**src/fbpa_pkg.sv**
```systemverilog
// Package for the fixed block pool allocator: sizes, codes and shared types.
// Used by every module in src; depends on nothing.
package fbpa_pkg;

	// Stack depth and the widths; the count widths follow from the depth.
	localparam int DEPTH  = 256;
	localparam int ADDR_W = 32;
	localparam int CNT_W  = $clog2(DEPTH) + 1;
	localparam int BB_W   = 16;
	localparam int CFG_W  = 32;
	localparam int IDX_W  = 2;
	localparam int PROD_W = CNT_W + BB_W;

	// Register reset values.
	localparam logic [ADDR_W-1:0] BASE_RST  = '0;
	localparam logic [BB_W-1:0]   BBYTES_RST = BB_W'(64);
	localparam logic [CNT_W-1:0]  BCOUNT_RST = CNT_W'(8);

	// Configuration register indexes.
	typedef enum logic [IDX_W-1:0] {
		REG_BASE_ADDRESS = 2'd0,
		REG_BLOCK_BYTES  = 2'd1,
		REG_BLOCK_COUNT  = 2'd2
	} reg_idx_t;

	// Requested operation.
	typedef enum logic {
		FUNC_ALLOC = 1'b0,
		FUNC_FREE  = 1'b1
	} func_t;

	// Result status.
	typedef enum logic [1:0] {
		ST_OK       = 2'd0,
		ST_EMPTY    = 2'd1,
		ST_OVERFLOW = 2'd2
	} status_t;

	// Shift control broadcast to every stack cell.
	typedef struct packed {
		logic push;
		logic pop;
	} cell_ctrl_t;

endpackage

```
**src/fbpa_cell.sv**
```systemverilog
// One cell of the shift stack: holds one free block address.
// Depends on fbpa_pkg.
module fbpa_cell (
	input  logic                       clk,
	input  fbpa_pkg::cell_ctrl_t       ctrl,
	input  logic [fbpa_pkg::ADDR_W-1:0] from_up,
	input  logic [fbpa_pkg::ADDR_W-1:0] from_down,
	output logic [fbpa_pkg::ADDR_W-1:0] data
);
	import fbpa_pkg::*;

	logic [ADDR_W-1:0] data_q;

	// A push moves every entry one cell deeper, a pop one cell toward the top.
	always_ff @(posedge clk) begin
		if (ctrl.push) begin
			data_q <= from_up;
		end else if (ctrl.pop) begin
			data_q <= from_down;
		end
	end

	assign data = data_q;

endmodule

```
**config.mk**
```make
export PLATFORM = sky130hd
export DESIGN_NAME = fbpa_cell
export DESIGN_NICKNAME = d
export VERILOG_FILES = /design/src/fbpa_pkg.sv /design/src/fbpa_cell.sv
export SDC_FILE = /design/constraint.sdc
export NUM_CORES = 1
export LEC_CHECK = 0
export ABC_AREA = 1
export BUFFER_PORTS_ARGS = -buffer_cell sky130_fd_sc_hd__buf_2
export CAP_MARGIN = 10
export CORE_ASPECT_RATIO = 1.5
export CORE_MARGIN = 1
export CORE_UTILIZATION = 43
export CTS_CLUSTER_SIZE = 10
export DETAILED_ROUTE_END_ITERATION = 10
export PLACE_DENSITY = 0.95
export SLEW_MARGIN = 0
export SYNTH_ARGS = -nofsm -noshare
export SYNTH_HDL_FRONTEND = slang
export SYNTH_SLANG_ARGS = --single-unit
export TNS_END_PERCENT = 20
```
**constraint.sdc**
```tcl
create_clock -name clk -period 2.7 [get_ports clk]
set_input_delay 0 -clock clk [delete_from_list [all_inputs] [get_ports clk]]
set_output_delay 0 -clock clk [all_outputs]
set_load 0.01 [all_outputs]
```
### Word level (Yosys, flattened, before mapping)

Cells that the tools add are included.

| storage, ports and cells | value |
|---|---|
| bits in latches | 0 |
| bits of input ports | 67 |
| register bits after elaboration | 32 |
| memory bits (read-only) | 0 |
| output and inout bits | 32 |
| bits in writable memories | 0 |
| memories kept | 0 |

| cells by class | value |
|---|---|
| div/mod/pow operators | 0 |
| bitwise logic cells | 0 |
| order comparisons | 0 |
| multiply operators | 0 |
| mux-type cells | 2 |
| equality and inequality tests | 0 |
| $add $sub $neg | 0 |
| shift-type cells | 0 |
| reductions and logical operators | 1 |

Operators by type and width:

| operator | count |
|---|---|
| two-way mux 32 bit | 2 |
| nonzero test 2 bit | 1 |

### Depth between registers and ports, before layout

| depth | value |
|---|---|
| word-level depth | 2 |
| mapped depth | 5 |
| mapped depth without buffers | 3 |

### Least setup slack after synthesis

Ideal clock, no wire load.

| path | value |
|---|---|
| kind | input-to-reg |
| start | input ctrl[1] (netlist bit) |
| end | register data_q[0] (netlist: data[0]) (enable) |
| slack | 1740 ps |
| setup time | 329 ps |
| data required time | 2371 ps |
| arrival time | 631 ps |
| path buffers | 1 |
| stages | 2 |
| cell sequence | buf_6 or2_2 |

| on the way | value |
|---|---|
| longest elaborated chain between the ends | 1 |

Ends and longest elaborated chain:

| item | line | RTL |
|---|---|---|
| start, declared | fbpa_cell.sv:5 | `input fbpa_pkg::cell_ctrl_t ctrl,` |
| nonzero test 2 bit (no source line) | -- |  |
| end signal, assigned | fbpa_cell.sv:17 | `data_q <= from_up;` |
| end signal, assigned | fbpa_cell.sv:19 | `data_q <= from_down;` |
| end, declared | fbpa_cell.sv:12 | `logic [ADDR_W-1:0] data_q;` |

Every way passes these cells.
A chain may end at the register's enable or synchronous reset.

### Worst setup path after layout

| path | value |
|---|---|
| start | input ctrl[1] (netlist bit) |
| end | register data_q[28] (netlist: data[28]) (data pin) |

| on the way | value |
|---|---|
| longest elaborated chain between the ends | 1 |

Ends and longest elaborated chain:

| item | line | RTL |
|---|---|---|
| two-way mux 32 bit | fbpa_cell.sv:16 | `if (ctrl.push) begin` |

Every way passes these cells.

==> impl_results.md <==
- Cell mode on critical path: nand2_1
- FMAX: around 660 MHz
- Slowest cell delay on critical path: 0.55 ns
- Yosys warnings: 0
- Post-route setup slack: 1.20 ns
- Post-synthesis sequential area ratio: between 60% and 70%
- Post-CTS Resized: 0
- Top cell type's share of synthesized area: between 60 and 70%
- Dpl cells: approximately 270
- Final period utilization: 55.7%
- Critical path peak fanout: 34
- Share of layout cells above drive strength 1: between 30% and 40%
- Gr usage total: about 26%
- Synth area leaders: edfxtp_1 69%, nand2_1 26%, buf_6 3.2%, buf_4 1.6%, inv_4 0.45%
- Worst hold path class: in2reg
- Slew HR: between 50% and 60%
- Vias in the first global route: 1541
- Max Root-Sink Buffers: 2
- Starting density of the core: 44.8%
- Diode count: 0
- Via count: ~1500
- Nature of the critical path endpoint: flop
- Row count: 25
- DR iter-0 viols: 43
- Initial antenna violation count: 0
- RSZ-0062 raised after global routing: no
- Worst-path clk slew: roughly 0.07 ns
- Largest net degree at the start of global routing: 35
- I/O pin count: 99
- Post-route ant nets: 0
- PwrDens: around 500 nW/um2
- Peak supply drop: around 0.4 mV
- Syn Nets: roughly 200
- Buf/Inv on CP: 3
- Max reg flops: 32
- Synth Instances: around 140
- H-tree depth: 2
- Setup TNS: 0 ns
- Core Area: between 3000 and 4000 um2
- First-pass GRT wire length: 6.47 mm
- Startpoint Class: input port
- Critical path, cell by cell: buf_2, inv_4, nand2_1, nand2_1, dlygate4sd3_1
- Final GP Congestion: 0.781
- Final setup vio count: 0
- Synth unique cells: 6
- Post-CTS Setup Inserts: 0
- Mapped Avg Cell Area: 10.2 um2
- CTS buffer count: 5
- Hold slack: -0.00644 ns
- DRC Markers: 0
- Vias/cell: 4.72
- Number of synthesized register bits: 32
- Root Buffer Master: clkbuf_8
- Post-DP HPWL: 2.41 mm
- Die ar.: ~3500 um2
- Status: finished, violations left
- Min Tclk post-route: ~1.5 ns
- Setup WS pre-CTS: roughly 1.1 ns
- Final hold vios: 2
- CP max stage cell: dlygate4sd3_1
- CTS tree: done
- Worst EP arrival: ~1.5 ns
- Wirelength, routed: around 4.3 mm
- Placement Cell Area: 1870 um2
- Non-Filler Instances: 322
- CP top delay family: buffers and inverters
- Final core utilization: 77.3%
- Failing checks: negative hold slack
- Initial DRT Pass Iterations: 5
- Worst Tran Pin Value: roughly 0.71 ns
- CP Data Required Time: around 2.7 ns
- Layout Nets: 348
- Largest area contributor in the netlist: edfxtp_1
- Die Ht: about 72 um
- Post-synthesis cell area: 1400 um2
- Max Cap Viol: 0
- LEAKAGE: 1.25 nW
- Die X: 48.6 um
- Clk sinks: 32
- Congestion Overflow GR: 0
- Area growth syn-to-layout: 72.5%
- Port Buffer Count: a little under 100
- Post-route cell area: between 2000 and 2500 um2
- Post-DR wirelength/cell: 13.4 um
- Worst setup path class: in2reg
- Slew Limit Fails: 0
==> routing by layer <==
metal	GRT usage, %	wire length, um	share of wire [%]	up-vias
met5	0	0	0	-
met4	25.8	324	7.5	0
met3	3.77	223	5.2	30
met2	46.1	2290	53	97
met1	24.0	1460	34	672
li1	-	-	-	722
==> cells by family (layout without fill, tap and decap cells) <==
kind of cell,Yosys count,after routing,synth area share [%]
and+or+nand+nor,97,97,26.2
DFF,32,32,68.6
buffers and inverters,8,153,5.27
==> power by group <==
group          total (mW)  switching (mW)  internal [mW]
Clock               0.340           0.166          0.174
Combinational       0.261           0.123          0.137
Sequential          0.625          0.0140          0.611
==> tightest hold or removal path: cells and delay by family <==
kind / cells / cell delay, ns
buffers and inverters: 1 / 0.07
AND/OR/NAND/NOR: 2 / 0.10
==> synthesized netlist by cell type <==
cell type,number
nand2_1,96
edfxtp_1,32
buf_6,4
buf_4,3
inv_4,1
or2_2,1
==> placed cells by master, fill, tap and decap left out <==
master,count
inv_4,1
dlygate4sd3_1,46
nand2_1,96
clkinv_2,2
buf_2,98
edfxtp_1,32
clkinv_1,1
or2_2,1
clkbuf_8,5
==> metrics by stage <==
stage                     hold WS (ns)  total power, mW
after CTS                      0.00116             1.22
after global routing           0.00619             1.27
after global placement           0.270            0.817
after detailed placement         0.270            0.826
final                         -0.00644             1.23
after floorplan                  0.179            0.725
==> final cells by class <==
cell class              instances  area (um2)
flip-flops and latches         32         961
repair buffers                144         951
fillers                       208         711
multi-input cells              97         367
inverters                       1        6.26
clock inverters                 3        13.8
well taps                      40        50.0
clock buffers                   5        68.8
==> timing repair <==
| item | CTS | global route |
|---|---|---|
| endpoints found under the setup margin | 0 | 0 |
| hold buffers | 46 | 0 |
| endpoints found under the hold margin | 27 | 0 |
==> final timing paths <==
check	from	endpoint	slack, ns	cells after the start
max	ctrl[1]	data[28]$_DFFE_PP_	1.20	5
min	from_down[20]	data[20]$_DFFE_PP_	-0.006	3
Note: power is estimated with default switching activity, not from simulation.
